## src/hdl/simon_pkg.sv

```systemverilog
package simon_pkg;

	localparam int KEY_WORDS     = 4;
	localparam int WORD_W        = 32;
	localparam int ROUND_COUNT_W = 6;
	localparam int CFG_IDX_W     = 3;
	localparam int SEQ_LEN       = 62;
	localparam int SEQ_IDX_W     = 6;

	// z3 sequence, leftmost digit of the published string is index 0
	localparam logic [SEQ_LEN-1:0] Z3_SEQ      = 62'h36EB19781229CD0F;
	localparam logic [WORD_W-1:0]  ROUND_CONST = 32'd3;

	// configuration register indexes
	localparam logic [CFG_IDX_W-1:0] REG_KEY_WORD_0  = 3'd0;
	localparam logic [CFG_IDX_W-1:0] REG_KEY_WORD_1  = 3'd1;
	localparam logic [CFG_IDX_W-1:0] REG_KEY_WORD_2  = 3'd2;
	localparam logic [CFG_IDX_W-1:0] REG_KEY_WORD_3  = 3'd3;
	localparam logic [CFG_IDX_W-1:0] REG_ROUND_COUNT = 3'd4;

	// operation codes on the cmd field
	localparam logic CMD_ENCRYPT = 1'b0;
	localparam logic CMD_DECRYPT = 1'b1;

	typedef logic [KEY_WORDS-1:0][WORD_W-1:0] key_words_t;

	// command bundle from controller to datapath
	typedef struct packed {
		logic       win_load;
		logic       exp_we;
		logic       exp_from_key;
		logic [1:0] key_sel;
		logic       z_bit;
		logic       blk_load;
		logic       round_en;
		logic       decrypt;
		logic       out_load;
	} simon_cmd_t;

	function automatic logic z3_bit(input logic [SEQ_IDX_W-1:0] idx);
		logic [SEQ_IDX_W-1:0] p;
		p = (idx >= SEQ_IDX_W'(SEQ_LEN)) ? idx - SEQ_IDX_W'(SEQ_LEN) : idx;
		return Z3_SEQ[SEQ_IDX_W'(SEQ_LEN - 1) - p];
	endfunction

endpackage

```

## src/hdl/simon_ram.sv

```systemverilog
module simon_ram #(
	parameter int WIDTH = 32,
	parameter int DEPTH = 44
) (
	input  logic                     clk,
	input  logic                     we,
	input  logic [$clog2(DEPTH)-1:0] waddr,
	input  logic [WIDTH-1:0]         wdata,
	input  logic [$clog2(DEPTH)-1:0] raddr,
	output logic [WIDTH-1:0]         rdata
);
	logic [WIDTH-1:0] mem_q [DEPTH];
	logic [WIDTH-1:0] rdata_q;

	always_ff @(posedge clk) begin
		if (we) begin
			mem_q[waddr] <= wdata;
		end
		rdata_q <= mem_q[raddr];
	end

	assign rdata = rdata_q;
endmodule

```

## src/hdl/simon_dp.sv

```systemverilog
module simon_dp (
	input  logic                       clk,
	input  simon_pkg::simon_cmd_t      cmd_bus,
	input  simon_pkg::key_words_t      key_words,
	input  logic [31:0]                word_x,
	input  logic [31:0]                word_y,
	input  logic [31:0]                rkey,
	output logic [31:0]                exp_wdata,
	output logic [31:0]                out_x,
	output logic [31:0]                out_y
);
	import simon_pkg::*;

	logic [WORD_W-1:0] win_q [KEY_WORDS];
	logic [WORD_W-1:0] x_q, y_q, out_x_q, out_y_q;
	logic [WORD_W-1:0] t_a, t_b, new_key, mix_x, mix_y;

	function automatic logic [WORD_W-1:0] mix(input logic [WORD_W-1:0] v);
		return ({v[WORD_W-2:0], v[WORD_W-1]} & {v[WORD_W-9:0], v[WORD_W-1:WORD_W-8]})
			^ {v[WORD_W-3:0], v[WORD_W-1:WORD_W-2]};
	endfunction

	// next round key from the sliding window k[i-4..i-1]
	always_comb begin
		t_a     = {win_q[3][2:0], win_q[3][WORD_W-1:3]} ^ win_q[1];
		t_b     = t_a ^ {t_a[0], t_a[WORD_W-1:1]};
		new_key = ~win_q[0] ^ t_b ^ {{(WORD_W-1){1'b0}}, cmd_bus.z_bit} ^ ROUND_CONST;
		mix_x   = mix(x_q);
		mix_y   = mix(y_q);
	end

	assign exp_wdata = cmd_bus.exp_from_key ? key_words[cmd_bus.key_sel] : new_key;

	always_ff @(posedge clk) begin
		if (cmd_bus.win_load) begin
			for (int i = 0; i < KEY_WORDS; i++) begin
				win_q[i] <= key_words[i];
			end
		end else if (cmd_bus.exp_we && !cmd_bus.exp_from_key) begin
			win_q[0] <= win_q[1];
			win_q[1] <= win_q[2];
			win_q[2] <= win_q[3];
			win_q[3] <= new_key;
		end

		if (cmd_bus.blk_load) begin
			x_q <= word_x;
			y_q <= word_y;
		end else if (cmd_bus.round_en) begin
			if (cmd_bus.decrypt) begin
				y_q <= x_q ^ mix_y ^ rkey;
				x_q <= y_q;
			end else begin
				x_q <= y_q ^ mix_x ^ rkey;
				y_q <= x_q;
			end
		end

		if (cmd_bus.out_load) begin
			out_x_q <= x_q;
			out_y_q <= y_q;
		end
	end

	assign out_x = out_x_q;
	assign out_y = out_y_q;
endmodule

```

## src/hdl/simon_ctrl.sv

```systemverilog
module simon_ctrl #(
	parameter int MAX_ROUNDS = 44
) (
	input  logic                          clk,
	input  logic                          arst_n,
	input  logic                          key_wr,
	input  logic [5:0]                    round_count,
	input  logic                          in_valid,
	input  logic                          in_cmd,
	output logic                          in_ready,
	output logic                          out_valid,
	input  logic                          out_ready,
	output simon_pkg::simon_cmd_t         cmd_bus,
	output logic                          ram_we,
	output logic [$clog2(MAX_ROUNDS)-1:0] ram_waddr,
	output logic [$clog2(MAX_ROUNDS)-1:0] ram_raddr
);
	import simon_pkg::*;

	localparam int AW = $clog2(MAX_ROUNDS);
	localparam int NW = $clog2(MAX_ROUNDS + 1);

	typedef enum logic [1:0] {ST_IDLE, ST_EXPAND, ST_ROUND, ST_DONE} state_t;

	state_t          state_q;
	logic            kick_q, dec_q, out_valid_q;
	logic [AW-1:0]   cnt_q, addr_q, start_addr, step_addr;
	logic [NW-1:0]   left_q, n_eff;
	logic            accept, last, slot_free;

	always_comb begin
		n_eff = ((ROUND_COUNT_W+1)'(round_count) > (ROUND_COUNT_W+1)'(MAX_ROUNDS))
			? NW'(MAX_ROUNDS) : NW'(round_count);
		in_ready   = (state_q == ST_IDLE) && !kick_q;
		accept     = in_valid && in_ready;
		start_addr = (in_cmd == CMD_DECRYPT) ? AW'(n_eff - NW'(1)) : '0;
		last       = (left_q == NW'(1));
		step_addr  = last ? addr_q : (dec_q ? addr_q - AW'(1) : addr_q + AW'(1));
		ram_raddr  = accept ? start_addr : step_addr;
		slot_free  = !out_valid_q || out_ready;

		ram_we    = (state_q == ST_EXPAND) && !kick_q;
		ram_waddr = cnt_q;

		cmd_bus.win_load     = kick_q && (state_q == ST_IDLE || state_q == ST_EXPAND);
		cmd_bus.exp_we       = ram_we;
		cmd_bus.exp_from_key = ({1'b0, cnt_q} < (AW+1)'(KEY_WORDS));
		cmd_bus.key_sel      = cnt_q[1:0];
		cmd_bus.z_bit        = z3_bit(SEQ_IDX_W'(cnt_q - AW'(KEY_WORDS)));
		cmd_bus.blk_load     = accept;
		cmd_bus.round_en     = (state_q == ST_ROUND);
		cmd_bus.decrypt      = dec_q;
		cmd_bus.out_load     = (state_q == ST_DONE) && slot_free;
	end

	assign out_valid = out_valid_q;

	always_ff @(posedge clk or negedge arst_n) begin
		if (!arst_n) begin
			state_q     <= ST_IDLE;
			kick_q      <= 1'b1;
			dec_q       <= 1'b0;
			out_valid_q <= 1'b0;
			cnt_q       <= '0;
			addr_q      <= '0;
			left_q      <= '0;
		end else begin
			kick_q <= key_wr;

			if (cmd_bus.out_load) begin
				out_valid_q <= 1'b1;
			end else if (out_ready) begin
				out_valid_q <= 1'b0;
			end

			case (state_q)
				ST_IDLE: begin
					if (kick_q) begin
						state_q <= ST_EXPAND;
						cnt_q   <= '0;
					end else if (accept) begin
						dec_q   <= (in_cmd == CMD_DECRYPT);
						addr_q  <= start_addr;
						left_q  <= n_eff;
						state_q <= (n_eff == '0) ? ST_DONE : ST_ROUND;
					end
				end
				ST_EXPAND: begin
					if (kick_q) begin
						cnt_q <= '0;
					end else if (cnt_q == AW'(MAX_ROUNDS - 1)) begin
						state_q <= ST_IDLE;
					end else begin
						cnt_q <= cnt_q + AW'(1);
					end
				end
				ST_ROUND: begin
					left_q <= left_q - NW'(1);
					addr_q <= step_addr;
					if (last) begin
						state_q <= ST_DONE;
					end
				end
				ST_DONE: begin
					if (slot_free) begin
						state_q <= ST_IDLE;
					end
				end
				default: begin
					state_q <= ST_IDLE;
				end
			endcase
		end
	end

`ifndef ASSERT_OFF
	a_last_round_done: assert property (@(posedge clk) disable iff (!arst_n)
		(state_q == ST_ROUND && last) |=> (state_q == ST_DONE))
		else $error("last round did not finish the block");
	a_accept_starts: assert property (@(posedge clk) disable iff (!arst_n)
		accept |=> (state_q == ST_ROUND || state_q == ST_DONE))
		else $error("accepted block did not start");
	a_no_key_write_busy: assert property (@(posedge clk) disable iff (!arst_n)
		ram_we |-> !in_ready)
		else $error("input taken while key schedule runs");
	a_round_left: assert property (@(posedge clk) disable iff (!arst_n)
		(state_q == ST_ROUND) |->
			(left_q != '0 && {1'b0, addr_q} < (AW+1)'(MAX_ROUNDS)))
		else $error("round counter or key address out of range");
`endif
endmodule

```

## src/hdl/simon_block_cipher.sv

```systemverilog
// SIMON 64/128 block cipher, one 64-bit block (word_x, word_y) per input transaction,
// cmd 0 encrypts and cmd 1 decrypts over round_count rounds (values above MAX_ROUNDS
// saturate, zero passes the block through). Key words 0..3 and round_count are written
// through the cfg port at indexes 0..4; other indexes are ignored. After reset and after
// every key word write the round keys are expanded into a MAX_ROUNDS-deep RAM, one key
// per cycle, while in_ready stays low. Cfg writes are always taken; the user must write
// key words only while no block is in flight, as the block itself does not enforce it.
// With n the saturated round count, the accepting edge loads the block and fetches the
// first round key, then the n rounds run (one round key read per cycle from the key RAM
// is the limit) and the result is loaded into the output register once the output slot
// is free. The next block is accepted only after that hand-off; the output register
// lets the next block be accepted while a result still waits to be taken.
module simon_block_cipher #(
	parameter int MAX_ROUNDS = 44
) (
	input  logic        clk,
	input  logic        arst_n,
	// configuration write channel
	input  logic        cfg_valid,
	output logic        cfg_ready,
	input  logic [2:0]  cfg_index,
	input  logic [31:0] cfg_data,
	// input block channel
	input  logic        in_valid,
	output logic        in_ready,
	input  logic        cmd,
	input  logic [31:0] word_x,
	input  logic [31:0] word_y,
	// result block channel
	output logic        out_valid,
	input  logic        out_ready,
	output logic [31:0] out_x,
	output logic [31:0] out_y
);
	import simon_pkg::*;

	localparam int AW = $clog2(MAX_ROUNDS);

	key_words_t                 key_q;
	logic [ROUND_COUNT_W-1:0]   round_count_q;
	logic                       cfg_wr, key_wr;
	simon_cmd_t                 cmd_bus;
	logic                       ram_we;
	logic [AW-1:0]              ram_waddr, ram_raddr;
	logic [WORD_W-1:0]          ram_wdata, ram_rdata;

	// config writes are always accepted
	assign cfg_ready = 1'b1;
	assign cfg_wr    = cfg_valid && cfg_ready;
	// a key word write restarts the key schedule unless a block is in flight
	assign key_wr    = cfg_wr && (cfg_index <= REG_KEY_WORD_3);

	// configuration registers
	always_ff @(posedge clk or negedge arst_n) begin
		if (!arst_n) begin
			key_q         <= '0;
			round_count_q <= ROUND_COUNT_W'(44);
		end else if (cfg_wr) begin
			case (cfg_index)
				REG_KEY_WORD_0:  key_q[0] <= cfg_data;
				REG_KEY_WORD_1:  key_q[1] <= cfg_data;
				REG_KEY_WORD_2:  key_q[2] <= cfg_data;
				REG_KEY_WORD_3:  key_q[3] <= cfg_data;
				REG_ROUND_COUNT: round_count_q <= cfg_data[ROUND_COUNT_W-1:0];
				default: begin
				end
			endcase
		end
	end

	// sequencer: key expansion sweep, round count, key addressing, output handoff
	simon_ctrl #(
		.MAX_ROUNDS(MAX_ROUNDS)
	) u_ctrl (
		.clk        (clk),
		.arst_n     (arst_n),
		.key_wr     (key_wr),
		.round_count(round_count_q),
		.in_valid   (in_valid),
		.in_cmd     (cmd),
		.in_ready   (in_ready),
		.out_valid  (out_valid),
		.out_ready  (out_ready),
		.cmd_bus    (cmd_bus),
		.ram_we     (ram_we),
		.ram_waddr  (ram_waddr),
		.ram_raddr  (ram_raddr)
	);

	// round function, key schedule window and output register
	simon_dp u_dp (
		.clk      (clk),
		.cmd_bus  (cmd_bus),
		.key_words(key_q),
		.word_x   (word_x),
		.word_y   (word_y),
		.rkey     (ram_rdata),
		.exp_wdata(ram_wdata),
		.out_x    (out_x),
		.out_y    (out_y)
	);

	// round key store, registered read
	simon_ram #(
		.WIDTH(WORD_W),
		.DEPTH(MAX_ROUNDS)
	) u_key_ram (
		.clk  (clk),
		.we   (ram_we),
		.waddr(ram_waddr),
		.wdata(ram_wdata),
		.raddr(ram_raddr),
		.rdata(ram_rdata)
	);
endmodule

```

## config.mk

```make
export PLATFORM = sky130hd
export DESIGN_NAME = simon_block_cipher
export DESIGN_NICKNAME = d
export VERILOG_FILES = /design/src/hdl/simon_pkg.sv /design/src/hdl/simon_ram.sv /design/src/hdl/simon_dp.sv /design/src/hdl/simon_ctrl.sv /design/src/hdl/simon_block_cipher.sv
export SDC_FILE = /design/constraint.sdc
export NUM_CORES = 2
export LEC_CHECK = 0
export BUFFER_PORTS_ARGS = -buffer_cell sky130_fd_sc_hd__buf_2
export CAP_MARGIN = 15
export CORE_MARGIN = 3
export CORE_UTILIZATION = 40
export DETAILED_ROUTE_END_ITERATION = 16
export PLACE_DENSITY = 0.56
export SLEW_MARGIN = 20
export SYNTH_ARGS = -nofsm -noshare
export SYNTH_HDL_FRONTEND = slang
export SYNTH_SLANG_ARGS = --single-unit
```

## constraint.sdc

```tcl
create_clock -name clk -period 6.4 [get_ports clk]
set_input_delay 1.92 -clock clk [delete_from_list [all_inputs] [get_ports clk]]
set_output_delay 1.92 -clock clk [all_outputs]
set_load 0.005 [all_outputs]
```

* Yosys cells after proc, flatten, opt, wreduce, memory -nomap -nowiden
Memories as Yosys holds them, arrays and structs flattened. A register that Yosys moved wholly into a read port is not among the register bits.
Index checks and enable logic that the tools add are counted.
Widths: inputs -> output; s select.
** Word-level totals
- Flip-flop bits (word level) :: 285
- Bits in writable memories :: 1536
- ROM bits :: 64
- Output and inout port bits :: 67
- Logic and storage cells :: 145
- Memories kept :: 3
** Operators by class
- Add/sub/neg operators :: 8
- Magnitude comparators :: 6
- Equal/unequal tests :: 18
- Mux-type cells :: 47
- Bitwise logic cells :: 19
- Reduce and logical (&&, ||, !) cells :: 28
** Memories
- u_key_ram.mem_q :: words 44, width 32, read ports 1, clocked after Yosys merged registers in 1, write ports 1, line simon_ram.sv:12 : logic [WIDTH-1:0] mem_q [DEPTH];
- u_dp.win_q :: words 4, width 32, read ports 4, clocked after Yosys merged registers in 0, write ports 4, line simon_dp.sv:14 : logic [WORD_W-1:0] win_q [KEY_WORDS];
- (name not given) :: words 64, width 1, read ports 1, clocked after Yosys merged registers in 0, write ports 0, line simon_pkg.sv:43 : return Z3_SEQ[SEQ_IDX_W'(SEQ_LEN - 1) - p];
** Operators with widths (count)
- $mux 32 :: 12
- $xor 32x32->32 :: 9
- $mux 6 :: 13
- $and 32x32->32 :: 2
- $bmux 32 s2 :: 1
- $pmux 6 s2 :: 3
- $not 32->32 :: 1
- $xor 32x1->32 :: 1
- $sub 6x1->6 const B :: 3
- $add 6x1->6 const B :: 2
- $mux 2 :: 6
- $mux 1 :: 11
- $reduce_and 2->1 :: 5
- $reduce_and 3->1 :: 3
- $ne 2x1->1 const B :: 4
- $pmux 2 s4 :: 1
- $reduce_bool 2->1 :: 4
- $logic_and 1x1->1 :: 7
- $lt 6x7->1 const B :: 1
- $eq 3x2->1 const B :: 2
- $eq 6x1->1 const B :: 1
- $eq 6x6->1 const B :: 1
- $ge 6x6->1 const B :: 1
- $gt 6x6->1 const B :: 1
- other kinds (22) :: 31

* Longest topological paths before layout
- Depth after elaboration :: 9
- Gate-level depth with buffers :: 17

* By module
From an unflattened synthesis, not the netlist that was laid out.
** Unflattened totals
- Cell total of the unflattened synthesis :: 4339
- Area, all modules :: 76627.2 um^2
** Modules (own cells, without submodules)
- simon_ram :: instances 1, cells an instance 2500, area an instance 54566.1 um^2
- simon_dp :: instances 1, cells an instance 1262, area an instance 14557.7 um^2
- simon_block_cipher :: instances 1, cells an instance 291, area an instance 5212.5 um^2
- simon_ctrl :: instances 1, cells an instance 286, area an instance 2290.9 um^2

* Worst setup path before layout
Ideal clock, no wire load.
- Path type :: input port to flip-flop
- Start :: input out_ready
- End :: register u_dp.out_x_q[0] (netlist: u_dp.out_x[0]) (enable)
- Arrival :: 4906 ps
- Data required time :: 5906 ps
- Setup slack :: 1001 ps
- Stages :: 2
- Buffers on the path :: 0
- Cells stage by stage :: nand2b_1 nor2b_1
** RTL lines
- start: declaration :: line simon_block_cipher.sv:31 : input logic out_ready,
- end signal: assignment :: line simon_dp.sv:60 : out_x_q <= x_q;
- end: declaration :: line simon_dp.sv:15 : logic [WORD_W-1:0] x_q, y_q, out_x_q, out_y_q;

* Worst setup path in the final report
- Start :: register u_ctrl.cnt_q[2] (netlist: u_ctrl.ram_waddr[2])
- End :: memory u_key_ram.mem_q[13][0] (data pin)
** Between the ends
- Word-level cells in the longest chain between the ends :: 9
- Elaborated cells on any way between the ends :: 11
- Those cells by class :: add/sub (3); order compare (2); mux (3); bitwise (2); memory (1)
** RTL lines
- start: declaration :: line simon_ctrl.sv:27 : logic [AW-1:0] cnt_q, addr_q, start_addr, step_addr;
- start signal: assignment :: line simon_ctrl.sv:94 : cnt_q <= cnt_q + AW'(1);
- $sub 6x3->6 :: line simon_ctrl.sv:49 : cmd_bus.z_bit = z3_bit(SEQ_IDX_W'(cnt_q - AW'(KEY_WORDS)));
- $sub 6x6->6 or $ge 6x6->1 (tied branches) :: line simon_pkg.sv:42 : p = (idx >= SEQ_IDX_W'(SEQ_LEN)) ? idx - SEQ_IDX_W'(SEQ_LEN) : idx;
- $mux 6 :: line simon_pkg.sv:42
- $sub 6x6->6 :: line simon_pkg.sv:43
- $mem_v2 64x1
- $mux 1 (not written as such) :: line simon_pkg.sv:43
- $xor 32x1->32 :: line simon_dp.sv:27 : new_key = ~win_q[0] ^ t_b ^ {{(WORD_W-1){1'b0}}, cmd_bus.z_bit} ^ ROUND_CONST;
- $not 2->2 (no source line)
- $mux 32 * :: line simon_dp.sv:32 : assign exp_wdata = cmd_bus.exp_from_key ? key_words[cmd_bus.key_sel] : new_key;
- named net ram_wdata[0] :: line simon_block_cipher.sv:45 : logic [WORD_W-1:0] ram_wdata, ram_rdata;
- end: declaration :: line simon_ram.sv:12
The timed path passes the listed nets; every way through them passes the cells marked *. The select of a mux whose other input is x is not followed.

==> impl_results.md <==
* CTS Hold Bufs at 0
* CTS tree: done
* Setup WS pre-CTS at 0.794 ns
* Final Hold Viols at 0
* FFs w/ async S/R, synth at 8.47%
* Setup violations, final at 0
* Global-route wire length before repair at 305000 µm
* Yosys reg bits at 1853
* DR pass1 iterations at 6
* Hold path startpoint: u_ctrl.left_q[5]
* Tcrit/Tclk final at 77.3%
* Non-filler cells in the finished layout at 8126
* Starting density of the core at 40.4%
* Post-Place Cells at 7754
* Hold Path Class: flop to flop
* Via/cell ratio at 5.58
* Synth Cell Area at 77000 µm²
* Flop-to-flop setup slack at 1.45 ns
* GRT Overall Usage at 20.7%
* Vias in the first global route at 44600
* Number of buffers inserted during clock tree synthesis at 191
* Via count at 45400
* Rel. slew slack at 28.7%
* Layout area overhead at 14.8%
* Fin area at 88500 µm²
* Clock tree sinks at 1853
* WL/cell at 25.6 µm
* Root buf cell: clkbuf_16
* Worst EP arrival at 5.53 ns
* Area after DPL at 81900 µm²
* Die Ht at 445 µm
* Die width at 445 µm
* Gp weighted congestion at 0.802
* Post-Route WL at 208000 µm
* Worst reg2reg startpoint: u_ctrl.ram_waddr[2]
* Reg2reg end: u_key_ram.mem_q[13][0]
* Max Slew Vio Count at 0
* H-Tree Depth at 4
* Fmax at 202 MHz
* Post-DP HPWL at 125000 µm
* Largest net degree at the start of global routing at 149
* Max Buffers Root-to-Sink at 3
* Reg2reg path depth at 15
* Clk_skew at 0.0352 ns
* Core area at 191000 µm²
* Synthesis Warnings at 0
* Status: finished clean
* Die ar. at 198000 µm²
* Setup_tns at 0 ns
* EDFF count, synth at 1664
* Final WS setup at 1.45 ns
* Iteration-0 DRC Markers at 4379
* Layout cell share with drive strength beyond 1 at 18.4%
* Synth cell types at 69
* Port buffer count at 170
* Worst Hold Path EP: u_ctrl.left_q[5]
* Post-CTS setup repair buffer count at 0
* Post-Syn Instances at 5233
* Initial antenna violation count at 13
* Row count at 160
* Maxcap violations at 0
* Worst-Margin Slew at 1.06 ns
* Min Tclk post-route at 4.95 ns
* Avg Cell Area, Syn at 14.7 µm²
* Post-CTS Resized at 0
* Hold path cells at 1
* Dominant synthesized flop cell: edfxtp_1
* Startpoint types: flop
* Clock slew at reported path FFs at 0.06 ns
* CP Class: flop to flop
* Overflow after GRT at 0
* Num ports at 172
* Crit-path max FO at 32
* NumNets Final at 5571
* Crit end category: flop
* Req. time, crit path at 6.98 ns
* RSZ-0062 raised after global routing: false
* Sequential share of the synthesized area at 70.8%
* Clock Latency Late Sink at 0.83 ns
* Antenna Nets Post-Route at 0
* Syn_nets at 5358
* Drt drc at 0
[how the worst max path moves through the flow]
stage	slack [ns]	from	depth (start not counted)	end
2_1_floorplan	1.00	out_ready	2	u_dp.out_x[0]
3_3_place_gp	0.54	in_valid	11	u_key_ram.rdata[13]
3_5_place_dp	0.79	in_valid	11	u_key_ram.rdata[23]
4_1_cts	1.44	u_ctrl.ram_waddr[2]	15	u_key_ram.mem_q[12][0]
5_1_grt	1.06	u_ctrl.ram_waddr[2]	15	u_key_ram.mem_q[13][0]
6_report	1.45	u_ctrl.ram_waddr[2]	15	u_key_ram.mem_q[13][0]
[layout by cell type (no fill, tap or decap), types with 150 or more instances in the layout]
cell type,n
edfxtp_1,1664
nand2_1,768
a21oi_1,348
mux2i_1,255
xnor2_1,235
mux2_2,230
clkbuf_16,192
buf_2,169
nor2_1,156
dfrtp_1,150
[per-layer routing]
| layer | part of all wire, % | up-vias | global-route usage (%) |
|---|---|---|---|
| met5 | 0 | - | 0 |
| met4 | 1.9 | 0 | 4.85 |
| met3 | 5.5 | 265 | 3.07 |
| met2 | 48 | 1358 | 34.3 |
| met1 | 44 | 23500 | 28.8 |
| li1 | - | 20300 | - |
[worst max-delay path: stages (launching register included)]
cell	delay, ns
dfrtp_1	0.63
inv_1	0.25
ha_1	0.49
nor3b_1	0.47
nand2b_1	0.35
nand2_1	0.17
nand2_1	0.16
nand2_1	0.10
ha_1	0.18
nor2b_1	0.14
a31oi_1	0.19
o221ai_1	0.13
a311oi_1	0.39
xnor2_1	0.16
o21ai_2	0.42
buf_4	0.43
[stage by stage]
| step | util, % | hold slack, ns |
|---|---|---|
| after floorplan | - | 0.462 |
| after global placement | 42.9 | 0.494 |
| after detailed placement | 42.9 | 0.497 |
| after CTS | 46.2 | 0.509 |
| after global routing | 46.4 | 0.520 |
| final | 46.4 | 0.510 |
[cells in the mapped netlist, types with 7 or more instances]
cell type | instances | area, µm²
edfxtp_1 | 1664 | 50000
nand2_1 | 769 | 2890
a21oi_1 | 378 | 1890
mux2i_1 | 255 | 2550
xnor2_1 | 235 | 2060
mux2_2 | 230 | 2590
nor2_1 | 202 | 758
clkbuf_1 | 167 | 627
dfrtp_1 | 153 | 3830
a211oi_1 | 131 | 983
a22o_1 | 126 | 1100
buf_2 | 102 | 510
xor2_1 | 71 | 622
a31oi_1 | 68 | 425
a221oi_1 | 67 | 587
a22oi_1 | 66 | 495
mux4_2 | 63 | 1420
and2_1 | 62 | 388
o22ai_1 | 62 | 388
o21ai_0 | 48 | 240
nor3_1 | 44 | 220
o32ai_1 | 33 | 289
dfxtp_1 | 32 | 641
buf_4 | 31 | 233
buf_1 | 23 | 86.3
nand3_1 | 22 | 110
ha_1 | 19 | 238
inv_1 | 13 | 48.8
nand2b_1 | 9 | 56.3
nor2b_1 | 7 | 43.8
or3_1 | 7 | 43.8
[sequential cells by signal, indices dropped and copies added, names as in the netlist, 32 cells and up]
signal           flops
u_key_ram.mem_q   1408
key_q              128
u_dp.win_q         128
u_dp.out_x          32
u_dp.out_y          32
u_dp.x_q            32
u_dp.y_q            32
u_key_ram.rdata     32
[logic make-up after synthesis]
| group | after synthesis | share of synthesized area (%) |
|---|---|---|
| XOR/XNOR | 306 | 3.48 |
| other | 1 | 0.00487 |
| flip-flops | 1853 | 70.8 |
| multiplexers | 548 | 8.52 |
| buffers and inverters | 343 | 2.05 |
| AO/OA/AOI/OAI | 1013 | 8.67 |
| AND/OR/NAND/NOR | 1149 | 6.13 |
| adder cells (fa/ha/maj) | 20 | 0.335 |
[layout make-up]
cell class	count	area, µm²
fillers	16600	102000
flip-flops and latches	1853	54500
multi-input cells	3037	21700
clock buffers	276	5350
well taps	2511	3140
repair buffers	349	2660
clock inverters	83	950
inverters	14	52.6
diodes	3	7.51
Power is not shown: default switching activity piles up to over one toggle a cycle in this logic, so the estimate is an artifact.
